**config.mk**
```make
export PLATFORM = sky130hd
export DESIGN_NAME = mandelbrot_escape_time_pixel
export DESIGN_NICKNAME = d
export VERILOG_FILES = /design/src/rtl/mbrot_pkg.sv /design/src/rtl/mbrot_mul.sv /design/src/rtl/mbrot_fsm.sv /design/src/rtl/mbrot_dp.sv /design/src/rtl/mandelbrot_escape_time_pixel.sv
export VERILOG_INCLUDE_DIRS = /design/src /design/src/rtl
export SDC_FILE = /design/constraint.sdc
export NUM_CORES = 2
export LEC_CHECK = 0
export BUFFER_PORTS_ARGS = -buffer_cell sky130_fd_sc_hd__buf_2
export CORE_ASPECT_RATIO = 0.75
export CORE_UTILIZATION = 65
export CTS_BUF_LIST = sky130_fd_sc_hd__clkbuf_16
export CTS_CLUSTER_SIZE = 8
export DETAILED_ROUTE_END_ITERATION = 8
export PLACE_DENSITY = 0.86
export SYNTH_ARGS = -nofsm -noshare
export SYNTH_HDL_FRONTEND = slang
export SYNTH_HIERARCHICAL = 1
export SYNTH_SLANG_ARGS = --single-unit
```
**constraint.sdc**
```tcl
create_clock -name clk -period 17.42 [get_ports clk]
set_input_delay 1.742 -clock clk [delete_from_list [all_inputs] [get_ports clk]]
set_output_delay 1.742 -clock clk [all_outputs]
set_load 0.05 [all_outputs]
```
**src/rtl/mandelbrot_escape_time_pixel_defines.svh**
```systemverilog
// Assertion macros shared by the escape-time pixel engine.
// Expects clk and rst_n in scope where used; no other dependencies.
`ifndef MANDELBROT_ESCAPE_TIME_PIXEL_DEFINES_SVH
`define MANDELBROT_ESCAPE_TIME_PIXEL_DEFINES_SVH

// Same-cycle implication, checked outside reset
`define MBROT_ASSERT_IMP(name, ante, cons) \
    name: assert property (@(posedge clk) disable iff (!rst_n) (ante) |-> (cons)) \
        else $error("mbrot assertion failed");

// Next-cycle implication, checked outside reset
`define MBROT_ASSERT_NXT(name, ante, cons) \
    name: assert property (@(posedge clk) disable iff (!rst_n) (ante) |=> (cons)) \
        else $error("mbrot assertion failed");

`endif

```
**src/rtl/mbrot_pkg.sv**
```systemverilog
// Types, constants and fixed-point helpers for the escape-time pixel engine.
// No dependencies; imported by every module of the block.
package mbrot_pkg;

    localparam int FRAC_BITS   = 26;
    localparam int COORD_BITS  = 12;
    localparam int Q_W         = FRAC_BITS + 6;
    localparam int W_W         = 2 * Q_W;
    localparam int ITER_W      = 25;
    localparam int STEP_W      = 28;
    localparam int CFG_W       = 28;
    localparam int CFG_IDX_W   = 2;
    localparam int IN_DATA_W   = 24;
    localparam int OUT_DATA_W  = 32;

    typedef logic signed [Q_W-1:0] q_t;
    typedef logic signed [W_W-1:0] wide_t;

    // Register indexes of the configuration port
    localparam logic [CFG_IDX_W-1:0] REG_MAX_ITER = 2'd0;
    localparam logic [CFG_IDX_W-1:0] REG_STEP_RE  = 2'd1;
    localparam logic [CFG_IDX_W-1:0] REG_STEP_IM  = 2'd2;

    localparam logic [ITER_W-1:0] MAX_ITER_RST = 25'd524288;
    localparam logic [STEP_W-1:0] STEP_RE_RST  = 28'd251973;
    localparam logic [STEP_W-1:0] STEP_IM_RST  = 28'd252078;

    // Format limits and fixed-point constants
    localparam wide_t W_QMAX      = (wide_t'(1) <<< (Q_W - 1)) - wide_t'(1);
    localparam wide_t W_QMIN      = -(wide_t'(1) <<< (Q_W - 1));
    localparam wide_t W_ONE       = wide_t'(1) <<< FRAC_BITS;
    localparam wide_t W_QUARTER   = wide_t'(1) <<< (FRAC_BITS - 2);
    localparam wide_t W_HALF      = wide_t'(1) <<< (FRAC_BITS - 1);
    localparam wide_t W_M_3QTR    = -(wide_t'(3) <<< (FRAC_BITS - 2));
    localparam wide_t W_SIXTEENTH = wide_t'(1) <<< (FRAC_BITS - 4);
    localparam wide_t W_FOUR      = wide_t'(1) <<< (FRAC_BITS + 2);
    localparam wide_t W_RE_ORG    = wide_t'(2) <<< FRAC_BITS;
    localparam wide_t W_IM_ORG    = wide_t'(9) <<< (FRAC_BITS - 3);

    // Sequencer states
    typedef enum logic [3:0] {
        ST_IDLE, ST_CR, ST_CI, ST_RE2, ST_IM2, ST_RP1, ST_XX, ST_Q,
        ST_LHS, ST_CMP, ST_ZR2, ST_ZI2, ST_CROSS, ST_UPD, ST_OUT
    } state_t;

    // Operand pair fed to the shared multiplier
    typedef enum logic [3:0] {
        OP_NONE, OP_COL, OP_ROW, OP_CRCR, OP_CICI, OP_RP1, OP_XX,
        OP_QQX, OP_ZRZR, OP_ZIZI, OP_ZRZI
    } op_t;

    // Where the product registered last cycle goes
    typedef enum logic [3:0] {
        SNK_NONE, SNK_CR, SNK_CI, SNK_RE2, SNK_IM2, SNK_RP1, SNK_XX,
        SNK_LHS, SNK_ZR2, SNK_ZI2, SNK_CROSS
    } snk_t;

    typedef struct packed {
        logic ready;
        logic accept;
        op_t  op;
        snk_t snk;
        logic ld_out;
    } ctrl_t;

    typedef struct packed {
        logic interior;
        logic escape;
    } stat_t;

    function automatic wide_t wext(input q_t v);
        return wide_t'(v);
    endfunction

    // Clamp a wide value to the Q format range
    function automatic q_t sat_w(input wide_t v);
        q_t r;
        if (v > W_QMAX)
            r = q_t'(W_QMAX);
        else if (v < W_QMIN)
            r = q_t'(W_QMIN);
        else
            r = q_t'(v);
        return r;
    endfunction

    // Floor a raw product to FRAC_BITS fraction bits, then clamp
    function automatic q_t mulq(input wide_t p);
        return sat_w(p >>> FRAC_BITS);
    endfunction

endpackage

```
**src/rtl/mbrot_mul.sv**
```systemverilog
// Shared signed multiplier with a registered full-width product.
// Depends on mbrot_pkg for the operand and product types.
module mbrot_mul
    import mbrot_pkg::*;
(
    input  logic  clk,
    input  q_t    a,
    input  q_t    b,
    output wide_t prod
);

    wide_t prod_reg;

    // Register the exact product every cycle
    always_ff @(posedge clk)
    begin
        prod_reg <= wext(a) * wext(b);
    end

    assign prod = prod_reg;

endmodule

```
**src/rtl/mbrot_fsm.sv**
```systemverilog
// Sequencer of the pixel engine: schedules products on the shared multiplier.
// Depends on mbrot_pkg for state, control and status types.
module mbrot_fsm
    import mbrot_pkg::*;
(
    input  logic  clk,
    input  logic  rst_n,
    input  logic  in_valid,
    input  logic  out_free,
    input  stat_t stat,
    output ctrl_t ctrl
);

    state_t state_reg;
    state_t state_next;

    always_ff @(posedge clk or negedge rst_n)
    begin
        if (!rst_n)
            state_reg <= ST_IDLE;
        else
            state_reg <= state_next;
    end

    // Next state
    always_comb
    begin
        state_next = state_reg;
        unique case (state_reg)
            ST_IDLE:  if (in_valid) state_next = ST_CR;
            ST_CR:    state_next = ST_CI;
            ST_CI:    state_next = ST_RE2;
            ST_RE2:   state_next = ST_IM2;
            ST_IM2:   state_next = ST_RP1;
            ST_RP1:   state_next = ST_XX;
            ST_XX:    state_next = ST_Q;
            ST_Q:     state_next = ST_LHS;
            ST_LHS:   state_next = ST_CMP;
            ST_CMP:   state_next = stat.interior ? ST_OUT : ST_ZR2;
            ST_ZR2:   state_next = ST_ZI2;
            ST_ZI2:   state_next = ST_CROSS;
            ST_CROSS: state_next = stat.escape ? ST_OUT : ST_UPD;
            ST_UPD:   state_next = ST_ZR2;
            ST_OUT:   if (out_free) state_next = ST_IDLE;
            default:  state_next = ST_IDLE;
        endcase
    end

    // Outputs: operand pair issued now, sink for last cycle's product
    always_comb
    begin
        ctrl        = '0;
        ctrl.op     = OP_NONE;
        ctrl.snk    = SNK_NONE;
        unique case (state_reg)
            ST_IDLE:
            begin
                ctrl.ready  = 1'b1;
                ctrl.accept = in_valid;
            end
            ST_CR:    ctrl.op = OP_COL;
            ST_CI:
            begin
                ctrl.op  = OP_ROW;
                ctrl.snk = SNK_CR;
            end
            ST_RE2:
            begin
                ctrl.op  = OP_CRCR;
                ctrl.snk = SNK_CI;
            end
            ST_IM2:
            begin
                ctrl.op  = OP_CICI;
                ctrl.snk = SNK_RE2;
            end
            ST_RP1:
            begin
                ctrl.op  = OP_RP1;
                ctrl.snk = SNK_IM2;
            end
            ST_XX:
            begin
                ctrl.op  = OP_XX;
                ctrl.snk = SNK_RP1;
            end
            ST_Q:     ctrl.snk = SNK_XX;
            ST_LHS:   ctrl.op = OP_QQX;
            ST_CMP:   ctrl.snk = SNK_LHS;
            ST_ZR2:   ctrl.op = OP_ZRZR;
            ST_ZI2:
            begin
                ctrl.op  = OP_ZIZI;
                ctrl.snk = SNK_ZR2;
            end
            ST_CROSS:
            begin
                ctrl.op  = OP_ZRZI;
                ctrl.snk = SNK_ZI2;
            end
            ST_UPD:   ctrl.snk = SNK_CROSS;
            ST_OUT:   ctrl.ld_out = out_free;
            default:  ctrl.ready = 1'b0;
        endcase
    end

endmodule

```
**src/rtl/mbrot_dp.sv**
```systemverilog
// Datapath of the pixel engine: config registers, point and orbit registers,
// interior tests and escape test around the shared multiplier.
// Depends on mbrot_pkg and mbrot_mul.
module mbrot_dp
    import mbrot_pkg::*;
(
    input  logic                   clk,
    input  logic                   rst_n,
    input  ctrl_t                  ctrl,
    input  logic [COORD_BITS-1:0]  col,
    input  logic [COORD_BITS-1:0]  row,
    input  logic                   cfg_we,
    input  logic [CFG_IDX_W-1:0]   cfg_index,
    input  logic [CFG_W-1:0]       cfg_data,
    output stat_t                  stat,
    output logic [ITER_W-1:0]      result
);

    logic [ITER_W-1:0]     max_iter_reg;
    logic [STEP_W-1:0]     step_re_reg;
    logic [STEP_W-1:0]     step_im_reg;
    logic [COORD_BITS-1:0] col_reg;
    logic [COORD_BITS-1:0] row_reg;
    q_t                    cr_reg;
    q_t                    ci_reg;
    q_t                    re2_reg;
    q_t                    im2_reg;
    q_t                    q_reg;
    q_t                    zr_reg;
    q_t                    zi_reg;
    q_t                    zr2_reg;
    q_t                    zi2_reg;
    logic                  disk_reg;
    logic                  inside_reg;
    logic [ITER_W-1:0]     n_reg;

    q_t    op_a;
    q_t    op_b;
    wide_t prod;
    q_t    mq;
    q_t    rp1;
    q_t    x;
    q_t    qx;
    logic  in_strip;
    logic  disk_hit;

    // Configuration writes; unknown indexes are dropped
    always_ff @(posedge clk or negedge rst_n)
    begin
        if (!rst_n)
        begin
            max_iter_reg <= MAX_ITER_RST;
            step_re_reg  <= STEP_RE_RST;
            step_im_reg  <= STEP_IM_RST;
        end
        else if (cfg_we)
        begin
            unique case (cfg_index)
                REG_MAX_ITER: max_iter_reg <= cfg_data[ITER_W-1:0];
                REG_STEP_RE:  step_re_reg  <= cfg_data[STEP_W-1:0];
                REG_STEP_IM:  step_im_reg  <= cfg_data[STEP_W-1:0];
                default:      max_iter_reg <= max_iter_reg;
            endcase
        end
    end

    // Derived operands
    assign mq       = mulq(prod);
    assign rp1      = sat_w(wext(cr_reg) + W_ONE);
    assign x        = sat_w(wext(cr_reg) - W_QUARTER);
    assign qx       = sat_w(wext(q_reg) + wext(x));
    assign in_strip = (wext(cr_reg) > W_M_3QTR) && (wext(cr_reg) < W_HALF);
    assign disk_hit = (wext(mq) + wext(im2_reg)) < W_SIXTEENTH;

    // Select the operand pair for the shared multiplier
    always_comb
    begin
        op_a = '0;
        op_b = '0;
        unique case (ctrl.op)
            OP_NONE:
            begin
                op_a = '0;
                op_b = '0;
            end
            OP_COL:
            begin
                op_a = q_t'({{(Q_W-COORD_BITS){1'b0}}, col_reg});
                op_b = q_t'({{(Q_W-STEP_W){1'b0}}, step_re_reg});
            end
            OP_ROW:
            begin
                op_a = q_t'({{(Q_W-COORD_BITS){1'b0}}, row_reg});
                op_b = q_t'({{(Q_W-STEP_W){1'b0}}, step_im_reg});
            end
            OP_CRCR:
            begin
                op_a = cr_reg;
                op_b = cr_reg;
            end
            OP_CICI:
            begin
                op_a = ci_reg;
                op_b = ci_reg;
            end
            OP_RP1:
            begin
                op_a = rp1;
                op_b = rp1;
            end
            OP_XX:
            begin
                op_a = x;
                op_b = x;
            end
            OP_QQX:
            begin
                op_a = q_reg;
                op_b = qx;
            end
            OP_ZRZR:
            begin
                op_a = zr_reg;
                op_b = zr_reg;
            end
            OP_ZIZI:
            begin
                op_a = zi_reg;
                op_b = zi_reg;
            end
            OP_ZRZI:
            begin
                op_a = zr_reg;
                op_b = zi_reg;
            end
            default:
            begin
                op_a = '0;
                op_b = '0;
            end
        endcase
    end

    mbrot_mul u_mul (
        .clk  (clk),
        .a    (op_a),
        .b    (op_b),
        .prod (prod)
    );

    // Status for the sequencer
    assign stat.interior = disk_reg || (in_strip && (mq < (im2_reg >>> 2)));
    assign stat.escape = ((wext(zr2_reg) + wext(mq)) >= W_FOUR) || (n_reg >= max_iter_reg);

    // Capture the pixel and route each product to its register
    always_ff @(posedge clk)
    begin
        if (ctrl.accept)
        begin
            col_reg <= col;
            row_reg <= row;
        end
        unique case (ctrl.snk)
            SNK_NONE:  disk_reg <= disk_reg;
            SNK_CR:    cr_reg   <= sat_w(prod - W_RE_ORG);
            SNK_CI:    ci_reg   <= sat_w(prod - W_IM_ORG);
            SNK_RE2:   re2_reg  <= mq;
            SNK_IM2:
            begin
                im2_reg  <= mq;
                disk_reg <= (wext(re2_reg) + wext(mq)) < W_SIXTEENTH;
            end
            SNK_RP1:   disk_reg <= disk_reg | disk_hit;
            SNK_XX:    q_reg    <= sat_w(wext(mq) + wext(im2_reg));
            SNK_LHS:
            begin
                inside_reg <= stat.interior;
                zr_reg     <= '0;
                zi_reg     <= '0;
                n_reg      <= '0;
            end
            SNK_ZR2:   zr2_reg <= mq;
            SNK_ZI2:   zi2_reg <= mq;
            SNK_CROSS:
            begin
                zr_reg <= sat_w(wext(zr2_reg) - wext(zi2_reg) + wext(cr_reg));
                zi_reg <= sat_w((wext(mq) <<< 1) + wext(ci_reg));
                n_reg  <= n_reg + ITER_W'(1);
            end
            default:   disk_reg <= disk_reg;
        endcase
    end

    assign result = inside_reg ? max_iter_reg : n_reg;

endmodule

```
**src/rtl/mandelbrot_escape_time_pixel.sv**
```systemverilog
// Top level of the escape-time pixel engine: sequencer, datapath, output register.
// Depends on mbrot_pkg, mbrot_fsm, mbrot_dp and the assertion macro header.
//
//  channel  dir  handshake         payload
//  s_*      in   tvalid / tready   tdata: col [11:0], row [23:12]
//  m_*      out  tvalid / tready   tdata: iterations [24:0], zeros above
//  cfg_*    in   cfg_we            cfg_index selects, cfg_data carries value
//
// One pixel at a time on a single 32x32 multiplier: the engine forms c and runs the
// disk and cardioid tests, then loops over orbit iterations (three products and an
// update each) until escape or the limit, and takes no new pixel until it is done.
// A point found inside skips the orbit loop. Reset needs no clearing pass.
// A finished result waits in the output register; the engine stalls only when
// a second result is ready before the first has been taken.
`include "mandelbrot_escape_time_pixel_defines.svh"

module mandelbrot_escape_time_pixel
    import mbrot_pkg::*;
(
    input  logic                  clk,
    input  logic                  rst_n,
    input  logic                  s_tvalid,
    output logic                  s_tready,
    input  logic [IN_DATA_W-1:0]  s_tdata,   // col [11:0], row [23:12]
    output logic                  m_tvalid,
    input  logic                  m_tready,
    output logic [OUT_DATA_W-1:0] m_tdata,   // iterations [24:0]
    input  logic                  cfg_we,
    input  logic [CFG_IDX_W-1:0]  cfg_index,
    input  logic [CFG_W-1:0]      cfg_data
);

    ctrl_t             ctrl;
    stat_t             stat;
    logic [ITER_W-1:0] result;
    logic              out_free;
    logic              m_tvalid_reg;
    logic [ITER_W-1:0] iterations_reg;

    assign out_free = !m_tvalid_reg || m_tready;

    mbrot_fsm u_fsm (
        .clk      (clk),
        .rst_n    (rst_n),
        .in_valid (s_tvalid),
        .out_free (out_free),
        .stat     (stat),
        .ctrl     (ctrl)
    );

    mbrot_dp u_dp (
        .clk       (clk),
        .rst_n     (rst_n),
        .ctrl      (ctrl),
        .col       (s_tdata[COORD_BITS-1:0]),
        .row       (s_tdata[2*COORD_BITS-1:COORD_BITS]),
        .cfg_we    (cfg_we),
        .cfg_index (cfg_index),
        .cfg_data  (cfg_data),
        .stat      (stat),
        .result    (result)
    );

    // Hold the result until taken
    always_ff @(posedge clk or negedge rst_n)
    begin
        if (!rst_n)
            m_tvalid_reg <= 1'b0;
        else if (ctrl.ld_out)
            m_tvalid_reg <= 1'b1;
        else if (m_tready)
            m_tvalid_reg <= 1'b0;
    end

    always_ff @(posedge clk)
    begin
        if (ctrl.ld_out)
            iterations_reg <= result;
    end

    assign s_tready = ctrl.ready;
    assign m_tvalid = m_tvalid_reg;
    assign m_tdata  = {{(OUT_DATA_W-ITER_W){1'b0}}, iterations_reg};

    // A new result never overwrites one still waiting
    `MBROT_ASSERT_IMP(a_no_overwrite, ctrl.ld_out, !m_tvalid_reg || m_tready)
    // The engine goes busy right after taking an item
    `MBROT_ASSERT_NXT(a_busy_after_accept, s_tvalid && s_tready, !s_tready)
    // A loaded result is offered in the next cycle
    `MBROT_ASSERT_NXT(a_result_offered, ctrl.ld_out, m_tvalid)
    // Loading a result and taking an item never coincide
    `MBROT_ASSERT_IMP(a_load_excl_accept, ctrl.ld_out, !ctrl.accept)

endmodule

```
# After elaboration in Yosys (flattened, before gate mapping)
# Index checks and enable logic that the tools add are counted.
[classes]
addsub = 12
multipliers = 1
n_lt_le_gt_ge = 25
eq_ne = 38
mux = 34
bitwise_logic = 1
n_reduce_logical = 17
[ops]
columns = ["op", "n"]
rows = [
  ["32-bit case mux with 9 select lines", 2],
  ["64-bit by 32-bit greater-than comparator with 1-bit output, second input constant", 8],
  ["64-bit by 32-bit < comparator with 1-bit output, second input constant", 8],
  ["32-bit two-way mux", 15],
  ["32-bit by 32-bit adder with 33-bit output", 4],
  ["64-bit by 24-bit < comparator with 1-bit output, second input constant", 2],
  ["32-bit case mux with 2 select lines", 2],
  ["4-bit case mux with 10 select lines", 2],
  ["33-bit by 32-bit adder with 34-bit output", 2],
  ["64-bit by 30-bit greater-or-equal comparator with 1-bit output, second input constant", 1],
  ["32-bit by 32-bit multiplier with 64-bit output", 1],
  ["64-bit by 28-bit subtractor with 64-bit output, second input constant", 1],
  ["64-bit by 29-bit subtractor with 64-bit output, second input constant", 1],
  ["4-bit case mux with 15 select lines", 1],
  ["4-bit == test, second input constant", 13],
  ["25-bit case mux with 2 select lines", 1],
  ["4-bit by 3-bit == test with 1-bit output, second input constant", 12],
  ["38-bit by 32-bit greater-than comparator with 1-bit output, second input constant", 1],
  ["38-bit by 32-bit < comparator with 1-bit output, second input constant", 1],
  ["32-bit by 28-bit adder with 33-bit output, second input constant", 1],
  ["32-bit by 26-bit subtractor with 33-bit output, second input constant", 1],
  ["32-bit by 32-bit subtractor with 33-bit output", 1],
  ["32-bit by 27-bit greater-than comparator with 1-bit output, second input constant", 1],
  ["32-bit by 27-bit < comparator with 1-bit output, second input constant", 1],
  ["other kinds (24)", 45],
]
[word_totals]
ff_bits = 514
wordCells = 149

# Depth between registers and ports, before layout
[logic_depth]
word_depth = 10
depth_mapped = 52
mapped_depth_nobuf = 47

# Hierarchy
# Netlist, hierarchy kept.
[modules_own_cells]
columns = ["mod", "n_inst", "cells_per_inst", "area_per_inst_um2", "seq_area_each_um2"]
rows = [
  ["mbrot_mul", 1, 4080, 37947.6, 1281.2],
  ["mbrot_dp", 1, 3331, 31908.1, 12233.0],
  ["mandelbrot_escape_time_pixel", 1, 36, 854.6, 775.7],
  ["mbrot_fsm", 1, 53, 400.4, 100.1],
]

# Least setup slack after synthesis
# No wires, ideal clock.
[synth_path]
kind = "register to register"
start = "register u_dp.cr_reg[26]"
end = "register u_dp.u_mul.prod_reg[60] (netlist: u_dp/u_mul/prod[60])"
setup_time_ps = 62
t_arrival_ps = 12678
required_ps = 17358
slack_ps = 4680
stages_incl_launch_ff = 49
path_buffers = 6
synth_period_minus_slack_ps = 12740
path_cell_list = "edfxtp_1 -> clkbuf_1 -> or3_1 -> nor3_1 -> and3_1 -> a31oi_1 -> a211oi_1 -> clkbuf_1 -> clkbuf_1 -> nor2_1 -> nor2_1 -> ha_1 -> a21o_1 -> a21oi_1 -> o21ai_0 -> a21bo_2 -> a21oi_1 -> a21o_1 -> [13 not listed] -> inv_1 -> fa_1 -> fa_1 -> fa_1 -> inv_1 -> fa_1 -> inv_1 -> ha_1 -> buf_6 -> a21o_1 -> a21oi_1 -> nor2b_1 -> o41a_1 -> a211o_1 -> or4_4 -> nor3b_1 -> or4_1 -> nand3_1"
[synth_via]
elab_chain_len = 10
word_cells_on_any_way = 18
classes_between = "3 x add/sub; 1 x mul; 6 x order compare; 8 x mux"
[synth_rtl]
columns = ["element", "line_no", "rtl"]
rows = [
  ["start: declaration", "mbrot_dp.sv:24", "q_t cr_reg;"],
  ["start signal: assignment", "mbrot_dp.sv:165", "SNK_CR: cr_reg <= sat_w(prod - W_RE_ORG);"],
  ["32-bit by 26-bit subtractor with 33-bit output", "mbrot_dp.sv:70", "assign x = sat_w(wext(cr_reg) - W_QUARTER);"],
  ["64-bit by 32-bit < comparator with 1-bit output", "mbrot_pkg.sv:80", "else if (v < W_QMIN)"],
  ["32-bit two-way mux", "mbrot_pkg.sv:80", ""],
  ["32-bit two-way mux", "mbrot_pkg.sv:78", "if (v > W_QMAX)"],
  ["32-bit by 32-bit adder with 33-bit output", "mbrot_dp.sv:71", "assign qx = sat_w(wext(q_reg) + wext(x));"],
  ["64-bit by 32-bit < comparator with 1-bit output", "mbrot_pkg.sv:80", ""],
  ["32-bit two-way mux", "mbrot_pkg.sv:80", ""],
  ["32-bit two-way mux", "mbrot_pkg.sv:78", ""],
  ["32-bit case mux with 9 select lines *", "mbrot_dp.sv:80", "unique case (ctrl.op)"],
  ["via u_dp.op_b[7]", "mbrot_dp.sv:38", "q_t op_b;"],
  ["32-bit by 32-bit multiplier with 64-bit output *", "mbrot_mul.sv:17", "prod_reg <= wext(a) * wext(b);"],
  ["end signal: assignment", "mbrot_mul.sv:17", ""],
  ["end: declaration", "mbrot_mul.sv:12", "wide_t prod_reg;"],
]
# The timed path passes the listed nets; every way through them passes the cells marked *.
# A chain may end at the register's enable or synchronous reset.

# Final worst setup path
[layout_path]
start = "register u_dp.cr_reg[13]"
end = "register u_dp.u_mul.prod_reg[57] (netlist: u_dp/u_mul/prod[57])"
# Same word-level chain as after synthesis.

==> run_summary.xml <==
<?xml version="1.0" encoding="UTF-8"?>
<metrics>
  <group name="global_routing">
    <metric name="grt_max_degree" unit="">65</metric>
    <metric name="globalRouteTotalUtil" unit="%">41.8</metric>
    <metric name="grt_pass1_vias" unit="">58044</metric>
    <metric name="grt_first_pass_wirelength" unit="um">347000</metric>
    <metric name="antenna_found_initial" unit="">21</metric>
    <metric name="grt-ovfl-total" unit="">0</metric>
  </group>
  <group name="die">
    <metric name="die_outline_area" unit="sq um">111000</metric>
    <metric name="initial_core_utilization" unit="%">65.9</metric>
    <metric name="io-pin-count" unit="">93</metric>
    <metric name="rows" unit="">104</metric>
    <metric name="die_y" unit="um">288</metric>
    <metric name="design.core.area" unit="sq um">108000</metric>
    <metric name="die_x" unit="um">384</metric>
  </group>
  <group name="synthesis">
    <metric name="seq_area_frac_synth" unit="%">20.2</metric>
    <metric name="async_flop_share" unit="%">16.7</metric>
    <metric name="synth_seq_cells" unit="">514</metric>
    <metric name="synthTopCellsByCount" unit="">inv_1, fa_1, nand2_1, and2_1, ha_1</metric>
    <metric name="netlist_top_cells_area" unit="">fa_1, edfxtp_1, ha_1</metric>
    <metric name="post_synth_instance_area" unit="sq um">71100</metric>
    <metric name="post_synth_num_cell_types" unit="">102</metric>
    <metric name="synth-edff-count" unit="">364</metric>
    <metric name="synth_area_leader_cell" unit="">fa_1</metric>
    <metric name="synth_most_common_cell" unit="">inv_1</metric>
    <metric name="synth_largest_type_area_fraction" unit="%">31.5</metric>
    <metric name="post_synthesis_area_per_instance" unit="sq um">9.48</metric>
    <metric name="synthFlopType" unit="">edfxtp_1</metric>
    <metric name="ys.warnings.count" unit="">6</metric>
    <metric name="postSynthCellCount" unit="">7500</metric>
  </group>
  <group name="worst_setup_path">
    <metric name="start_kind" unit="">flop</metric>
    <metric name="cp.depth" unit="">40</metric>
    <metric name="regToRegStartpoint" unit="">u_dp/cr_reg[13]</metric>
    <metric name="setup.worst_path.class" unit="">flop to flop</metric>
    <metric name="crit_top_cell" unit="">fa_1</metric>
    <metric name="cpMaxStageDelayCell" unit="">nor4_1</metric>
    <metric name="critical_path_arrival" unit="ns">17.03</metric>
    <metric name="crit_required" unit="ns">18.04</metric>
    <metric name="critPathCaptureType" unit="">flop</metric>
    <metric name="crit_fanout" unit="">33</metric>
    <metric name="r2r_end" unit="">u_dp/u_mul/prod[57]</metric>
    <metric name="cp.buffers_inverters" unit="">4</metric>
    <metric name="category_of_cells_accounting_for_the_largest_share_of_critical_path_delay" unit="">compound AO/OA/AOI/OAI gates</metric>
    <metric name="critPathCapture" unit="">u_dp/u_mul/prod[57]</metric>
    <metric name="regToRegSetupSlack" unit="ns">1.02</metric>
    <metric name="r2r_cells" unit="">40</metric>
    <metric name="crit_start" unit="">u_dp/cr_reg[13]</metric>
    <metric name="critical_path.max_stage_delay" unit="ns">1.23</metric>
  </group>
  <group name="cts">
    <metric name="holdBufCountCts" unit="">0</metric>
    <metric name="clock-root-buffer" unit="">clkbuf_16</metric>
    <metric name="htree_levels" unit="">3</metric>
    <metric name="tritoncts_num_sinks" unit="">514</metric>
    <metric name="clk-insertion-delay-late" unit="ns">0.68</metric>
    <metric name="cts_tree" unit="">done</metric>
    <metric name="cts-resized-gates" unit="">0</metric>
    <metric name="cts_post_setup_buffers_inserted" unit="">0</metric>
    <metric name="clk_pin_slew_worst_paths" unit="ns">0.06</metric>
    <metric name="ctsLongestPathBuffers" unit="">3</metric>
    <metric name="cts-buffers-inserted" unit="">74</metric>
  </group>
  <group name="routing">
    <metric name="drt_wl_total" unit="um">227000</metric>
    <metric name="route.vias.total" unit="">56653</metric>
    <metric name="routedWlPerCell" unit="um">25.5</metric>
    <metric name="antenna_violating_nets_left" unit="">0</metric>
    <metric name="drt_drc_violations_left" unit="">0</metric>
    <metric name="vias_per_cell" unit="">6.36</metric>
    <metric name="dr.pass1.iters" unit="">9</metric>
    <metric name="drt_iter0_markers" unit="">6718</metric>
  </group>
  <group name="timing">
    <metric name="hold_violations" unit="">0</metric>
    <metric name="setup_total_negative_slack" unit="ns">0</metric>
    <metric name="timing.fmax" unit="MHz">61.0</metric>
    <metric name="report.final.slew_viol_count" unit="">0</metric>
    <metric name="largest_clock_skew_in_the_final_design" unit="ns">0.0420</metric>
    <metric name="final_min_period_over_clock_period" unit="%">94.2</metric>
    <metric name="max-slew-margin-rel" unit="%">2.08</metric>
    <metric name="max_slew.worst_pin.slew" unit="ns">1.46</metric>
    <metric name="unrepaired_setup_endpoints_after_global_routing" unit="">false</metric>
    <metric name="count_of_endpoints_failing_setup_in_the_final_report" unit="">0</metric>
    <metric name="layout_min_cycle_time" unit="ns">16.40</metric>
  </group>
  <group name="final_layout">
    <metric name="largest_register_ffs" unit="">64</metric>
    <metric name="areaGrowthSynthToFinish" unit="%">5.75</metric>
    <metric name="layout_cell_share_with_drive_strength_beyond_1" unit="%">6.48</metric>
    <metric name="layout.nets" unit="">9041</metric>
  </group>
  <group name="place">
    <metric name="hpwl" unit="um">176000</metric>
    <metric name="port_buffers" unit="">85</metric>
    <metric name="gp_routability_congestion" unit="">1.04</metric>
  </group>
  <group name="outcome">
    <metric name="failed_checks" unit="">capacitance limit</metric>
    <metric name="run_status" unit="">finished with violations</metric>
  </group>
  <group name="hold_path">
    <metric name="hold_class" unit="">flop to flop</metric>
  </group>
  <group name="run">
    <metric name="maxCapViolations" unit="">1</metric>
  </group>
</metrics>
worst min-delay path by stage:
stage | from | endpoint | slack, ns | depth (start not counted)
finish | u_dp/step_re_reg[13] | u_dp/step_re_reg[13] | 0.51 | 1
global route | u_dp/step_re_reg[13] | u_dp/step_re_reg[13] | 0.51 | 1
CTS | u_dp/step_re_reg[13] | u_dp/step_re_reg[13] | 0.51 | 1
detailed placement | u_dp/step_re_reg[13] | u_dp/step_re_reg[13] | 0.50 | 1
global placement | u_dp/step_re_reg[13] | u_dp/step_re_reg[13] | 0.49 | 1
floorplan | u_dp/step_im_reg[0] | u_dp/step_im_reg[0] | 0.48 | 1
worst register-to-register path: cells and delay by family, from the launching register on:
| family | cells | cell delay, ns |
|---|---|---|
| adders and majority gates | 10 | 5.46 |
| DFF | 1 | 0.47 |
| AOI/OAI and AO/OA | 15 | 5.88 |
| and+or+nand+nor | 11 | 3.91 |
| buffers and inverters | 4 | 0.67 |
metrics by stage:
| stage | area [sq um] | worst slack, ns | cells | utilization [%] | hold WS [ns] |
|---|---|---|---|---|---|
| 4_1_cts | 75200 | 1.87 | 8905 | 69.7 | 0.506 |
| 3_3_place_gp | 73000 | 2.07 | 8776 | 67.7 | 0.489 |
| 3_5_place_dp | 73000 | 1.88 | 8776 | 67.7 | 0.495 |
| 5_1_grt | 75200 | 0.614 | 8906 | 69.7 | 0.514 |
| 2_1_floorplan | 71100 | 4.68 | 7506 | - | 0.478 |
| 6_report | 75200 | 1.02 | 8912 | 69.7 | 0.506 |
routing by layer:
metal / GRT usage, % / wire, um / vias to the layer above
li1: - / - / 24179
met1: 58.3 / 90300 / 28200
met2: 61.2 / 97100 / 3609
met3: 12.7 / 29000 / 655
met4: 16.9 / 10400 / 10
met5: 0 / 114 / -
cells by family (layout without fill, tap and decap cells):
| group | after synthesis | after routing | share of synthesized area [%] |
|---|---|---|---|
| compound gates | 1218 | 1218 | 11.6 |
| simple gates | 2141 | 2141 | 15.0 |
| fa+ha+maj | 1570 | 1570 | 39.4 |
| mux | 87 | 87 | 1.37 |
| flops | 514 | 514 | 20.2 |
| buf+inv | 1712 | 1680 | 9.19 |
| xor+xnor | 257 | 257 | 3.17 |
| other cells | 1 | 14 | 0.00527 |
cell type report:
class	count	area, sq um
clock inverters	54	292
clock buffers	75	1880
well taps	1431	1790
fillers	7995	32700
flip-flops and latches	514	14400
diodes	7	17.5
repair buffers	206	1340
inverters	1345	5050
multi-input cells	5280	50400
placed cells by master, fill, tap and decap left out, types with 16 or more instances in the layout:
| master | count |
|---|---|
| a22oi_1 | 43 |
| and3_1 | 30 |
| nand2b_1 | 45 |
| clkbuf_16 | 75 |
| o21ai_0 | 204 |
| fa_1 | 1118 |
| dfxtp_1 | 64 |
| a222oi_1 | 32 |
| ha_1 | 443 |
| nand3_1 | 125 |
| a31oi_1 | 38 |
| buf_4 | 122 |
| a211oi_1 | 30 |
| a221oi_1 | 30 |
| or2_2 | 16 |
| dfstp_2 | 21 |
| nand2_1 | 759 |
| xnor2_1 | 154 |
| or3_1 | 29 |
| edfxtp_1 | 364 |
| a211o_1 | 33 |
| nor2b_1 | 22 |
| xor2_1 | 103 |
| nor2_1 | 285 |
| inv_1 | 1390 |
| a21oi_1 | 262 |
| o211ai_1 | 37 |
| nand4_1 | 92 |
| buf_2 | 84 |
| and2_1 | 525 |
| a21o_1 | 191 |
| nor4_1 | 33 |
| nor3_1 | 86 |
| o21bai_1 | 41 |
| mux2_2 | 81 |
| o21a_1 | 114 |
| dfrtp_1 | 65 |
Power is not shown: default switching activity piles up to over one toggle a cycle in this logic, so the estimate is an artifact.
